--- src/hdl/mmrs_pkg.sv ---
// Shared types and constants for the memory map region scanner.
package mmrs_pkg;

  localparam int ADDR_W  = 52;
  localparam int PAGES_W = 40;
  localparam int TOTAL_W = 64;
  localparam int SHIFT_W = 6;
  localparam int PAGE_SHIFT = 12;

  localparam logic [7:0] TYPE_LOADER_CODE   = 8'd1;
  localparam logic [7:0] TYPE_LOADER_DATA   = 8'd2;
  localparam logic [7:0] TYPE_BOOT_CODE     = 8'd3;
  localparam logic [7:0] TYPE_BOOT_DATA     = 8'd4;
  localparam logic [7:0] TYPE_CONVENTIONAL  = 8'd7;

  localparam logic [ADDR_W-1:0] LOW_LIMIT = 52'h0_0000_0010_0000;

  localparam logic [ADDR_W-1:0]  KERNEL_SIZE_RESET = 52'd16777216;
  localparam logic [SHIFT_W-1:0] ALIGN_SHIFT_RESET = 6'd12;

  // Register indexes (byte address = 8 * index).
  localparam logic REG_KERNEL_SIZE = 1'b0;
  localparam logic REG_ALIGN_SHIFT = 1'b1;

  typedef struct packed {
    logic [ADDR_W-1:0]  kernel_size;
    logic [SHIFT_W-1:0] align_shift;
  } cfg_t;

  // Classified descriptor handed from front to back.
  typedef struct packed {
    logic              usable;
    logic              conv;
    logic              fit;
    logic              last;
    logic [ADDR_W-1:0] start;
    logic [ADDR_W-1:0] bytes;
    logic [ADDR_W-1:0] fit_base;
  } desc_t;

endpackage

--- src/hdl/mmrs_front.sv ---
// Front end: accepts descriptors, classifies them and checks the aligned fit.
module mmrs_front (
  input  logic                      clk,
  input  logic                      rst,
  input  mmrs_pkg::cfg_t            cfg,
  input  logic                      push,
  output logic                      full,
  input  logic [7:0]                mem_type,
  input  logic [51:0]               region_base,
  input  logic [39:0]               region_pages,
  input  logic                      last_entry,
  output logic                      q_push,
  output mmrs_pkg::desc_t           q_data,
  input  logic                      q_full
);
  import mmrs_pkg::*;

  // stage A: classify, region end and rounded-up base
  logic              a_valid;
  logic              a_usable;
  logic              a_conv;
  logic              a_cand;
  logic              a_last;
  logic [ADDR_W-1:0] a_start;
  logic [ADDR_W-1:0] a_bytes;
  logic [ADDR_W:0]   a_end;
  logic [63:0]       a_aligned;

  // stage B: finished descriptor
  logic  b_valid;
  desc_t b;

  logic        a_ready;
  logic        b_ready;
  logic        accept;
  logic [63:0] amask;
  logic [63:0] rounded;
  logic [ADDR_W-1:0] bytes_in;
  logic        fit_ok;
  logic [ADDR_W:0] room;

  assign b_ready = !b_valid || !q_full;
  assign a_ready = !a_valid || b_ready;
  assign full    = !a_ready;
  assign accept  = push && a_ready;

  assign bytes_in = {region_pages, {PAGE_SHIFT{1'b0}}};
  assign amask    = (64'd1 << cfg.align_shift) - 64'd1;
  assign rounded  = ({12'd0, region_base} + amask) & ~amask;

  always_ff @(posedge clk) begin
    if (rst) begin
      a_valid <= 1'b0;
    end else if (a_ready) begin
      a_valid <= push;
    end
  end

  always_ff @(posedge clk) begin
    if (accept) begin
      a_usable  <= mem_type inside {TYPE_LOADER_CODE, TYPE_LOADER_DATA, TYPE_BOOT_CODE,
                                    TYPE_BOOT_DATA, TYPE_CONVENTIONAL};
      a_conv    <= mem_type == TYPE_CONVENTIONAL;
      a_cand    <= (mem_type == TYPE_CONVENTIONAL) && (region_base >= LOW_LIMIT) &&
                   (cfg.kernel_size != '0);
      a_last    <= last_entry;
      a_start   <= region_base;
      a_bytes   <= bytes_in;
      a_end     <= {1'b0, region_base} + {1'b0, bytes_in};
      a_aligned <= rounded;
    end
  end

  assign room   = a_end - a_aligned[ADDR_W:0];
  assign fit_ok = a_cand && (a_aligned[63:ADDR_W] == '0) &&
                  ({1'b0, a_aligned[ADDR_W-1:0]} < a_end) &&
                  (room >= {1'b0, cfg.kernel_size});

  always_ff @(posedge clk) begin
    if (rst) begin
      b_valid <= 1'b0;
    end else if (b_ready) begin
      b_valid <= a_valid;
    end
  end

  always_ff @(posedge clk) begin
    if (b_ready && a_valid) begin
      b.usable   <= a_usable;
      b.conv     <= a_conv;
      b.fit      <= fit_ok;
      b.last     <= a_last;
      b.start    <= a_start;
      b.bytes    <= a_bytes;
      b.fit_base <= a_aligned[ADDR_W-1:0];
    end
  end

  assign q_push = b_valid && !q_full;
  assign q_data = b;

endmodule

--- src/hdl/mmrs_queue.sv ---
// Small descriptor queue between front and back.
module mmrs_queue #(
  parameter int DEPTH = 4
) (
  input  logic            clk,
  input  logic            rst,
  input  logic            push,
  input  mmrs_pkg::desc_t wdata,
  output logic            full,
  input  logic            pop,
  output mmrs_pkg::desc_t rdata,
  output logic            empty
);
  import mmrs_pkg::*;

  localparam int PTR_W = (DEPTH > 1) ? $clog2(DEPTH) : 1;
  localparam int CNT_W = $clog2(DEPTH + 1);

  desc_t mem [DEPTH];
  logic [PTR_W-1:0] wr_ptr;
  logic [PTR_W-1:0] rd_ptr;
  logic [CNT_W-1:0] count;
  logic do_push;
  logic do_pop;

  assign full    = count == CNT_W'(DEPTH);
  assign empty   = count == '0;
  assign do_push = push && !full;
  assign do_pop  = pop && !empty;
  assign rdata   = mem[rd_ptr];

  always_ff @(posedge clk) begin
    if (do_push) begin
      mem[wr_ptr] <= wdata;
    end
  end

  always_ff @(posedge clk) begin
    if (rst) begin
      wr_ptr <= '0;
      rd_ptr <= '0;
      count  <= '0;
    end else begin
      if (do_push) begin
        wr_ptr <= (wr_ptr == PTR_W'(DEPTH - 1)) ? '0 : wr_ptr + 1'b1;
      end
      if (do_pop) begin
        rd_ptr <= (rd_ptr == PTR_W'(DEPTH - 1)) ? '0 : rd_ptr + 1'b1;
      end
      case ({do_push, do_pop})
        2'b10:   count <= count + 1'b1;
        2'b01:   count <= count - 1'b1;
        default: count <= count;
      endcase
    end
  end

endmodule

--- src/hdl/mmrs_back.sv ---
// Back end: running totals, largest region, first fit and the result register.
module mmrs_back (
  input  logic            clk,
  input  logic            rst,
  input  logic            q_empty,
  input  mmrs_pkg::desc_t q_data,
  output logic            q_pop,
  output logic            empty,
  input  logic            pop,
  output logic            largest_found,
  output logic [51:0]     largest_start,
  output logic [51:0]     largest_bytes,
  output logic [63:0]     usable_total,
  output logic            kernel_found,
  output logic [51:0]     kernel_base
);
  import mmrs_pkg::*;

  logic [ADDR_W-1:0]  best_base;
  logic [ADDR_W-1:0]  best_bytes;
  logic [TOTAL_W-1:0] total_bytes;
  logic               fit_found;
  logic [ADDR_W-1:0]  fit_base;

  logic [ADDR_W-1:0]  best_base_next;
  logic [ADDR_W-1:0]  best_bytes_next;
  logic [TOTAL_W-1:0] total_bytes_next;
  logic               fit_found_next;
  logic [ADDR_W-1:0]  fit_base_next;

  logic               res_valid;
  logic               out_ready;
  logic               step;
  logic [TOTAL_W:0]   sum;

  assign out_ready = !res_valid || pop;
  // a last descriptor waits until the result slot frees up
  assign step  = !q_empty && (!q_data.last || out_ready);
  assign q_pop = step;
  assign empty = !res_valid;

  assign sum = {1'b0, total_bytes} + {13'd0, q_data.bytes};

  always_comb begin
    best_base_next   = best_base;
    best_bytes_next  = best_bytes;
    total_bytes_next = total_bytes;
    fit_found_next   = fit_found;
    fit_base_next    = fit_base;
    if (q_data.usable) begin
      total_bytes_next = sum[TOTAL_W] ? '1 : sum[TOTAL_W-1:0];
    end
    if (q_data.conv && (q_data.bytes > best_bytes)) begin
      best_bytes_next = q_data.bytes;
      best_base_next  = q_data.start;
    end
    if (!fit_found && q_data.fit) begin
      fit_found_next = 1'b1;
      fit_base_next  = q_data.fit_base;
    end
  end

  always_ff @(posedge clk) begin
    if (rst) begin
      best_base   <= '0;
      best_bytes  <= '0;
      total_bytes <= '0;
      fit_found   <= 1'b0;
      fit_base    <= '0;
    end else if (step) begin
      if (q_data.last) begin
        best_base   <= '0;
        best_bytes  <= '0;
        total_bytes <= '0;
        fit_found   <= 1'b0;
        fit_base    <= '0;
      end else begin
        best_base   <= best_base_next;
        best_bytes  <= best_bytes_next;
        total_bytes <= total_bytes_next;
        fit_found   <= fit_found_next;
        fit_base    <= fit_base_next;
      end
    end
  end

  always_ff @(posedge clk) begin
    if (rst) begin
      res_valid <= 1'b0;
    end else if (out_ready) begin
      res_valid <= step && q_data.last;
    end
  end

  always_ff @(posedge clk) begin
    if (step && q_data.last) begin
      largest_found <= best_bytes_next != '0;
      largest_start <= best_base_next;
      largest_bytes <= best_bytes_next;
      usable_total  <= total_bytes_next;
      kernel_found  <= fit_found_next;
      kernel_base   <= fit_base_next;
    end
  end

`ifndef SYNTHESIS
  a_result_follows_last: assert property (@(posedge clk) disable iff (rst)
    (step && q_data.last) |=> res_valid)
    else $error("result missing after last descriptor");
  a_state_cleared: assert property (@(posedge clk) disable iff (rst)
    (step && q_data.last) |=> (total_bytes == '0 && best_bytes == '0 && !fit_found))
    else $error("state not cleared after result");
  a_found_matches: assert property (@(posedge clk) disable iff (rst)
    res_valid |-> (largest_found == (largest_bytes != '0)))
    else $error("largest_found disagrees with largest_bytes");
  a_no_overwrite: assert property (@(posedge clk) disable iff (rst)
    (res_valid && !pop) |-> !(step && q_data.last))
    else $error("pending result overwritten");
`endif

endmodule

--- src/hdl/memory_map_region_scanner.sv ---
// Top level: configuration registers, front end, descriptor queue, back end.
//
//  channel      | handshake              | payload
//  -------------+------------------------+-------------------------------------------
//  descriptor   | push / full            | mem_type, region_base, region_pages, last_entry
//  result       | pop / empty            | largest_*, usable_total, kernel_found/base
//  config (APB) | psel/penable/pwrite    | paddr, pwdata, prdata (64-bit, 8-byte stride)
//
// One descriptor per cycle sustained while full stays low. An accepted descriptor
// passes front stages A and B and the queue to the back end's input, where it is
// folded in; folding a last descriptor registers its result onto the result ports.
// Reset (rst, synchronous) clears pipeline, queue and running state and loads
// the register defaults. A stalled result consumer only holds back a last
// descriptor; the queue absorbs others until it fills.
module memory_map_region_scanner #(
  parameter int QUEUE_DEPTH = 4
) (
  input  logic        clk,
  input  logic        rst,
  input  logic        psel,
  input  logic        penable,
  input  logic        pwrite,
  input  logic [3:0]  paddr,
  input  logic [63:0] pwdata,
  output logic [63:0] prdata,
  output logic        pready,
  input  logic        push,
  output logic        full,
  input  logic [7:0]  mem_type,
  input  logic [51:0] region_base,
  input  logic [39:0] region_pages,
  input  logic        last_entry,
  output logic        empty,
  input  logic        pop,
  output logic        largest_found,
  output logic [51:0] largest_start,
  output logic [51:0] largest_bytes,
  output logic [63:0] usable_total,
  output logic        kernel_found,
  output logic [51:0] kernel_base
);
  import mmrs_pkg::*;

  cfg_t  cfg;
  logic  cfg_wr;
  logic  q_push;
  logic  q_full;
  logic  q_pop;
  logic  q_empty;
  desc_t q_wdata;
  desc_t q_rdata;

  assign pready = 1'b1;
  assign cfg_wr = psel && penable && pwrite && pready;

  always_ff @(posedge clk) begin
    if (rst) begin
      cfg.kernel_size <= KERNEL_SIZE_RESET;
      cfg.align_shift <= ALIGN_SHIFT_RESET;
    end else if (cfg_wr) begin
      case (paddr[3])
        REG_KERNEL_SIZE: cfg.kernel_size <= pwdata[ADDR_W-1:0];
        REG_ALIGN_SHIFT: cfg.align_shift <= pwdata[SHIFT_W-1:0];
        default: ;
      endcase
    end
  end

  always_comb begin
    case (paddr[3])
      REG_KERNEL_SIZE: prdata = {12'd0, cfg.kernel_size};
      REG_ALIGN_SHIFT: prdata = {58'd0, cfg.align_shift};
      default:         prdata = '0;
    endcase
  end

  mmrs_front u_front (
    .clk          (clk),
    .rst          (rst),
    .cfg          (cfg),
    .push         (push),
    .full         (full),
    .mem_type     (mem_type),
    .region_base  (region_base),
    .region_pages (region_pages),
    .last_entry   (last_entry),
    .q_push       (q_push),
    .q_data       (q_wdata),
    .q_full       (q_full)
  );

  mmrs_queue #(
    .DEPTH (QUEUE_DEPTH)
  ) u_queue (
    .clk   (clk),
    .rst   (rst),
    .push  (q_push),
    .wdata (q_wdata),
    .full  (q_full),
    .pop   (q_pop),
    .rdata (q_rdata),
    .empty (q_empty)
  );

  mmrs_back u_back (
    .clk           (clk),
    .rst           (rst),
    .q_empty       (q_empty),
    .q_data        (q_rdata),
    .q_pop         (q_pop),
    .empty         (empty),
    .pop           (pop),
    .largest_found (largest_found),
    .largest_start (largest_start),
    .largest_bytes (largest_bytes),
    .usable_total  (usable_total),
    .kernel_found  (kernel_found),
    .kernel_base   (kernel_base)
  );

endmodule

--- config.mk ---
export PLATFORM = sky130hd
export DESIGN_NAME = memory_map_region_scanner
export DESIGN_NICKNAME = d
export VERILOG_FILES = /design/src/hdl/mmrs_pkg.sv /design/src/hdl/mmrs_front.sv /design/src/hdl/mmrs_queue.sv /design/src/hdl/mmrs_back.sv /design/src/hdl/memory_map_region_scanner.sv
export SDC_FILE = /design/constraint.sdc
export NUM_CORES = 2
export LEC_CHECK = 0
export BUFFER_PORTS_ARGS = -buffer_cell sky130_fd_sc_hd__buf_2
export CORE_MARGIN = 2
export CORE_UTILIZATION = 60
export DETAILED_ROUTE_END_ITERATION = 8
export GPL_ROUTABILITY_DRIVEN = 0
export PLACE_DENSITY = 0.79
export SETUP_SLACK_MARGIN = 0.2
export SLEW_MARGIN = 25
export SYNTH_ARGS = -nofsm -noshare
export SYNTH_HDL_FRONTEND = slang
export SYNTH_SLANG_ARGS = --single-unit
--- constraint.sdc ---
create_clock -name clk -period 37.9 [get_ports clk]
set_input_delay 7.58 -clock clk [delete_from_list [all_inputs] [get_ports clk]]
set_output_delay 7.58 -clock clk [all_outputs]
set_load 0.01 [all_outputs]
# ---- Word-level counts from Yosys, hierarchy flattened
# Memory sizes are Yosys's and may differ from the RTL's. A register that Yosys moved wholly into a read port is not among the register bits.
# Index checks and enable logic that the tools add are counted.
dict set report classes {
  addsub 9
  mul 0
  div 0
  magnitude_cmp 4
  n_eq_ne 10
  n_shift 1
  mux 19
  bitwise_logic 3
  n_reduce_logical 36
}
# op count
set op_table {}
lappend op_table {{$mux W52} 6}
lappend op_table {{$mux W64} 3}
lappend op_table {{$pmux W64 S2} 1}
lappend op_table {{$reduce_bool A52 Y1} 2}
lappend op_table {{$add A64 B52 Y65} 1}
lappend op_table {{$add A52 B64 Y64} 1}
lappend op_table {{$and A64 B64 Y64} 1}
lappend op_table {{$not A64 Y64} 1}
lappend op_table {{$shl A1 B6 Y64 const A} 1}
lappend op_table {{$sub A64 B1 Y64 const B} 1}
lappend op_table {{$add A52 B52 Y53} 1}
lappend op_table {{$ge A53 B52 Y1} 1}
lappend op_table {{$lt A52 B53 Y1} 1}
lappend op_table {{$sub A53 B53 Y53} 1}
lappend op_table {{$ge A52 B21 Y1 const B} 1}
lappend op_table {{$gt A52 B52 Y1} 1}
lappend op_table {{$eq A8 B2 Y1 const B} 2}
lappend op_table {{$eq A8 B3 Y1 const B} 2}
lappend op_table {{$logic_and A1 B1 Y1} 16}
lappend op_table {{$logic_not A12 Y1} 1}
lappend op_table {{$eq A8 B1 Y1 const B} 1}
lappend op_table {{$logic_not A1 Y1} 8}
lappend op_table {{$mux W2} 4}
lappend op_table {{$eq A2 B2 Y1 const B} 3}
lappend op_table {{other kinds (13)} 21}
dict set report word_totals {
  ff_bits 872
  latchBits 0
  mem_bits_rw 592
  mem_bits_ro 0
  in_bits 176
  output_inout_bits 289
  word_cells 117
  mem_count 1
}
# memory depth width rd rd_clocked_by_memory_dff wr line
set mem_list {}
lappend mem_list {u_queue.mem 4 148 1 1 1 mmrs_queue.sv:19} ;# desc_t mem [DEPTH];

# ---- Longest topological paths before layout
dict set report logic_depth {
  ltp_word 7
  mapped_depth 25
  depth_no_buf 25
}

# ---- Modules after synthesis
# Synthesis repeated with hierarchy kept, for this count alone.
dict set report hier_totals {
  cells_unflattened 5384
  area_unflattened_um2 71019.4
}
# module n_inst cells_each area_each_um2 seq_area_each_um2
set by_module_without_submodules {}
lappend by_module_without_submodules {mmrs_queue 1 890 23551.3 19398.6}
lappend by_module_without_submodules {mmrs_front 1 2226 22945.8 10520.1}
lappend by_module_without_submodules {mmrs_back 1 1947 21429.3 11110.7}
lappend by_module_without_submodules {memory_map_region_scanner 1 321 3093.0 1161.1}

# ---- Least setup slack after synthesis
# OpenSTA, ideal clock, no wires.
dict set report synth_timing {
  path_type {in2reg}
  start {in pop}
  end {reg u_back.kernel_base[0] (enable)}
  setup_ps 811
  t_arrival_ps 17472
  required_ps 37089
  setup_slack_ps 19617
  stages 5
  path_buffers 2
  cell_sequence {nor2_1 a21o_1 clkbuf_1 clkbuf_1 nor2_1}
}
dict set report synth_between {
  elab_chain_len 4
}
# item line
set synth_lines {}
lappend synth_lines {{start, declared} memory_map_region_scanner.sv:34} ;# input logic pop,
lappend synth_lines {{$logic_or A1 B1 Y1} mmrs_back.sv:36} ;# assign out_ready = !res_valid || pop;
lappend synth_lines {{$logic_or A1 B1 Y1} mmrs_back.sv:38} ;# assign step = !q_empty && (!q_data.last || out_ready);
lappend synth_lines {{$logic_and A1 B1 Y1} mmrs_back.sv:38}
lappend synth_lines {{$logic_and A1 B1 Y1} mmrs_back.sv:96} ;# if (step && q_data.last) begin
lappend synth_lines {{end signal, assigned} mmrs_back.sv:102} ;# kernel_base <= fit_base_next;
lappend synth_lines {{end, declared} mmrs_back.sv:15} ;# output logic [51:0] kernel_base
# Every way passes these cells.
# A chain may end at the register's enable or synchronous reset.

# ---- Worst setup path in the final report
dict set report layout_timing {
  start {in paddr[3]}
  end {out prdata[0]}
}
dict set report layout_between {
  elab_chain_len 2
}
# item line
set layout_lines {}
lappend layout_lines {{start, declared} memory_map_region_scanner.sv:23} ;# input logic [3:0] paddr,
lappend layout_lines {{$not A1 Y1 (no source line)} -}
lappend layout_lines {{$pmux W64 S2 (*)} memory_map_region_scanner.sv:70} ;# case (paddr[3])
lappend layout_lines {{end, declared} memory_map_region_scanner.sv:25} ;# output logic [63:0] prdata,
# Mark *: on every way between the ends. The rest lies on a longest branch, timed or not. The select of a mux whose other input is x is not followed.

==> impl_results.md <==
- Outcome: complete, no violations
- RSZ-0062 raised after global routing: false
- CTS tree: yes
- Syn. warnings: 0
- CP top delay family: buffers and inverters
- First-pass DRT Iterations: 6
- Core Region: 0.109 mm^2
- Worst path cell trace: buf_4, mux2_2, buf_2
- Die Area: 0.113 mm^2
- Met2 usage: 0.481
- Synth Flop Type: edfxtp_1
- DIE HEIGHT: 336 um
- Unique cell type count in the Yosys netlist: 85
- CP Launch Point: paddr[3]
- Worst Max-Slew Pin Slew: 1110 ps
- Setup Skew: 28.9 ps
- CP Capture Type: output port
- Maximum fanout along the worst path: 60
- Total global-route track usage: 0.305
- IO Port Bufs: 436
- Gate Count Post-Synth: 5102
- Crit Path Category: primary input to output port
- Starting Density: 0.606
- Synth Area in Adders: 0.0651
- Setup TNS: 0 ps
- Post-synth EDFFs: 1163
- Arr. time, crit path: 8580 ps
- Tcrit/Tclk final: 0.426
- Pleak: 28.0 nW
- Slowest cell delay on critical path: 440 ps
- Post-route ant nets: 0
- Mapped cell area: 0.0661 mm^2
- Nets: 6010
- #FFs+latches synth: 1454
- Hold path start: u_front.a_start[21]$_DFFE_PP_
- Post-Place Cell Area: 0.0696 mm^2
- CTS resizes: 0
- H-tree levels: 4
- Via-to-Cell Ratio: 6.22
- Main combinational cell family by area after synthesis: compound AO/OA/AOI/OAI gates
- Worst Path Required: 30320 ps
- Final cell count without fillers: 7106
- Hold Crit Class: register to register
- Number of max-cap violations: 0
- Post-synthesis mux area share: 0.0708
- Ys async rst share: 0
- Post-CTS Setup Inserts: 0
- CTS Buffer Depth: 3
- DRC viols: 0
- CP max-delay cell: buf_4
- Max-slew headroom: 0.263
- Final setup viols: 0
- Share of cells above drive strength 1: 0.178
- Final Instance Area: 0.0745 mm^2
- FF-to-FF Start: cfg[5]$_SDFFE_PP0P_
- Worst-path clk slew: 60 ps
- Dpl ws: 21440 ps
- Initial antenna violation count: 35
- WL final: 173000 um
- GRT overflow: 0
- Vias in the first global route: 42200
- DR iter-0 viols: 5014
- Setup slack after layout: 21740 ps
- Final core utilization: 0.682
- Worst-Skew Late Latency: 760 ps
- Most Used Layer, Global Route: met2
- Met3 Use GR: 0.0738
- Largest net degree at the start of global routing: 170
- Row count: 121
- Clk sinks: 1454
- Drt wl/cell: 24.4 um
- Via Count: 44200
- Clk root buf: clkbuf_16
- Placed cells: 6819
- Critical Path Source Type: primary input
- Hold Slack: 412 ps
- Tmin final: 16160 ps
- Die width: 336 um
- Post-synthesis simple-gate area fraction: 0.0851
- Post-synthesis xor/xnor area fraction: 0.0236
- Final Hold Fails: 0
- Num CTS Buffers: 146
- First-pass GRT wire length: 257000 um
- Area delta synth->final: 12.6%
- GR Util met1: 0.410
- Synth Area in Compound Gates: 0.108
- Max VDD drop: 0.0580 mV
- Slew Viols, Final: 0
- Post-detail-place hpwl: 119000 um
- Sum of buffers and inverters on the critical path: 2
- # hold bufs at CTS: 0
- Sequential element share of the synthesized area: 0.616
- Total Power: 5.05 mW
- I/O pin total: 465
- Power Density: 67.9 mW/mm^2
- Max Clock Freq: 61.9 MHz
- Synthesized area per cell: 13.0 um^2
cell type report:
class / count / area [um^2]
Sequential cell: 1454 / 40800
Fill cell: 7393 / 34700
Multi-Input combinational cell: 3136 / 23500
Clock buffer: 201 / 4070
Timing Repair Buffer: 479 / 2580
Tap cell: 1476 / 1850
Inverter: 276 / 1040
Clock inverter: 71 / 678
Antenna cell: 13 / 32.5
per-layer routing:
metal  wire [um]  vias up
li1            -    19900
met1       67100    21500
met2       80500     2391
met3       18500      397
met4        7000       36
met5         231        -
cell usage in the layout (no fill, tap or decap), types with 13 or more instances in the layout:
master,instances
mux4_2,148
or2_2,14
nand4_1,65
nor2b_1,53
clkbuf_16,150
a211oi_1,24
a22oi_1,151
buf_4,37
xor2_1,66
nor3_1,50
diode_2,13
o31ai_1,13
a21oi_1,310
o211ai_1,16
inv_1,274
dfxtp_1,289
o21bai_1,36
clkinv_1,17
o22ai_1,14
clkbuf_1,38
o21a_1,33
nand2_1,302
mux2_2,108
nand3_1,67
xnor2_1,112
and2_1,32
nor2_1,478
buf_2,434
and3_1,20
clkinv_2,20
a21o_1,138
conb_1,13
edfxtp_1,1163
nand2b_1,40
a22o_1,32
a31oi_1,45
o21ai_0,199
ha_1,336
mux2i_1,13
nor4_1,55
state kept, by name (all words and copies together) (netlist names), 3 cells and up, named ones only:
register and count:
u_back.usable_total 64, u_back.fit_base 52, u_front.a_start 40, u_back.largest_start 52, u_back.largest_bytes 52, u_front.a_bytes 40
u_back.best_bytes 52, u_front.a_aligned 64, cfg 58, u_back.best_base 52, u_back.total_bytes 64, u_back.kernel_base 52
u_queue.mem 592, u_front.a_end 53, u_front.q_data 148, u_queue.count 3
synth_stat cells, drive strengths merged (66+ instances only):
| master | count | area share |
|---|---|---|
| xnor2 | 112 | 0.015 |
| edfxtp | 1163 | 0.53 |
| clkbuf | 199 | 0.011 |
| xor2 | 66 | 0.0087 |
| mux4 | 148 | 0.050 |
| a21oi | 311 | 0.024 |
| o21ai | 206 | 0.016 |
| nand3 | 67 | 0.0051 |
| a21o | 139 | 0.016 |
| nand2 | 302 | 0.017 |
| inv | 274 | 0.016 |
| dfxtp | 291 | 0.088 |
| mux2 | 108 | 0.018 |
| ha | 336 | 0.064 |
| a22oi | 151 | 0.017 |
| nor2 | 483 | 0.027 |
power breakdown:
part	internal, mW	switching, mW	total, mW
clock network	0.813	0.609	1.42
logic	0.552	0.953	1.51
registers	2.01	0.112	2.13
cell families after synthesis:
group,count (synthesis)
flops,1454
simple gates,1227
compound gates,1108
buf+inv,523
fa+ha+maj,341
mux,269
xor+xnor,178
other cells,2
worst paths after layout:
kind                                                   endpoint  slack, ps  cells after the start
worst min-delay path              u_front.q_data[125]$_DFFE_PP_        410                      0
worst min register to register    u_front.q_data[125]$_DFFE_PP_        410                      0
worst max register to register  u_front.a_aligned[48]$_DFFE_PP_      30830                     20
worst max-delay path                                  prdata[0]      21740                      3
Note: power is estimated with default switching activity, not from simulation.
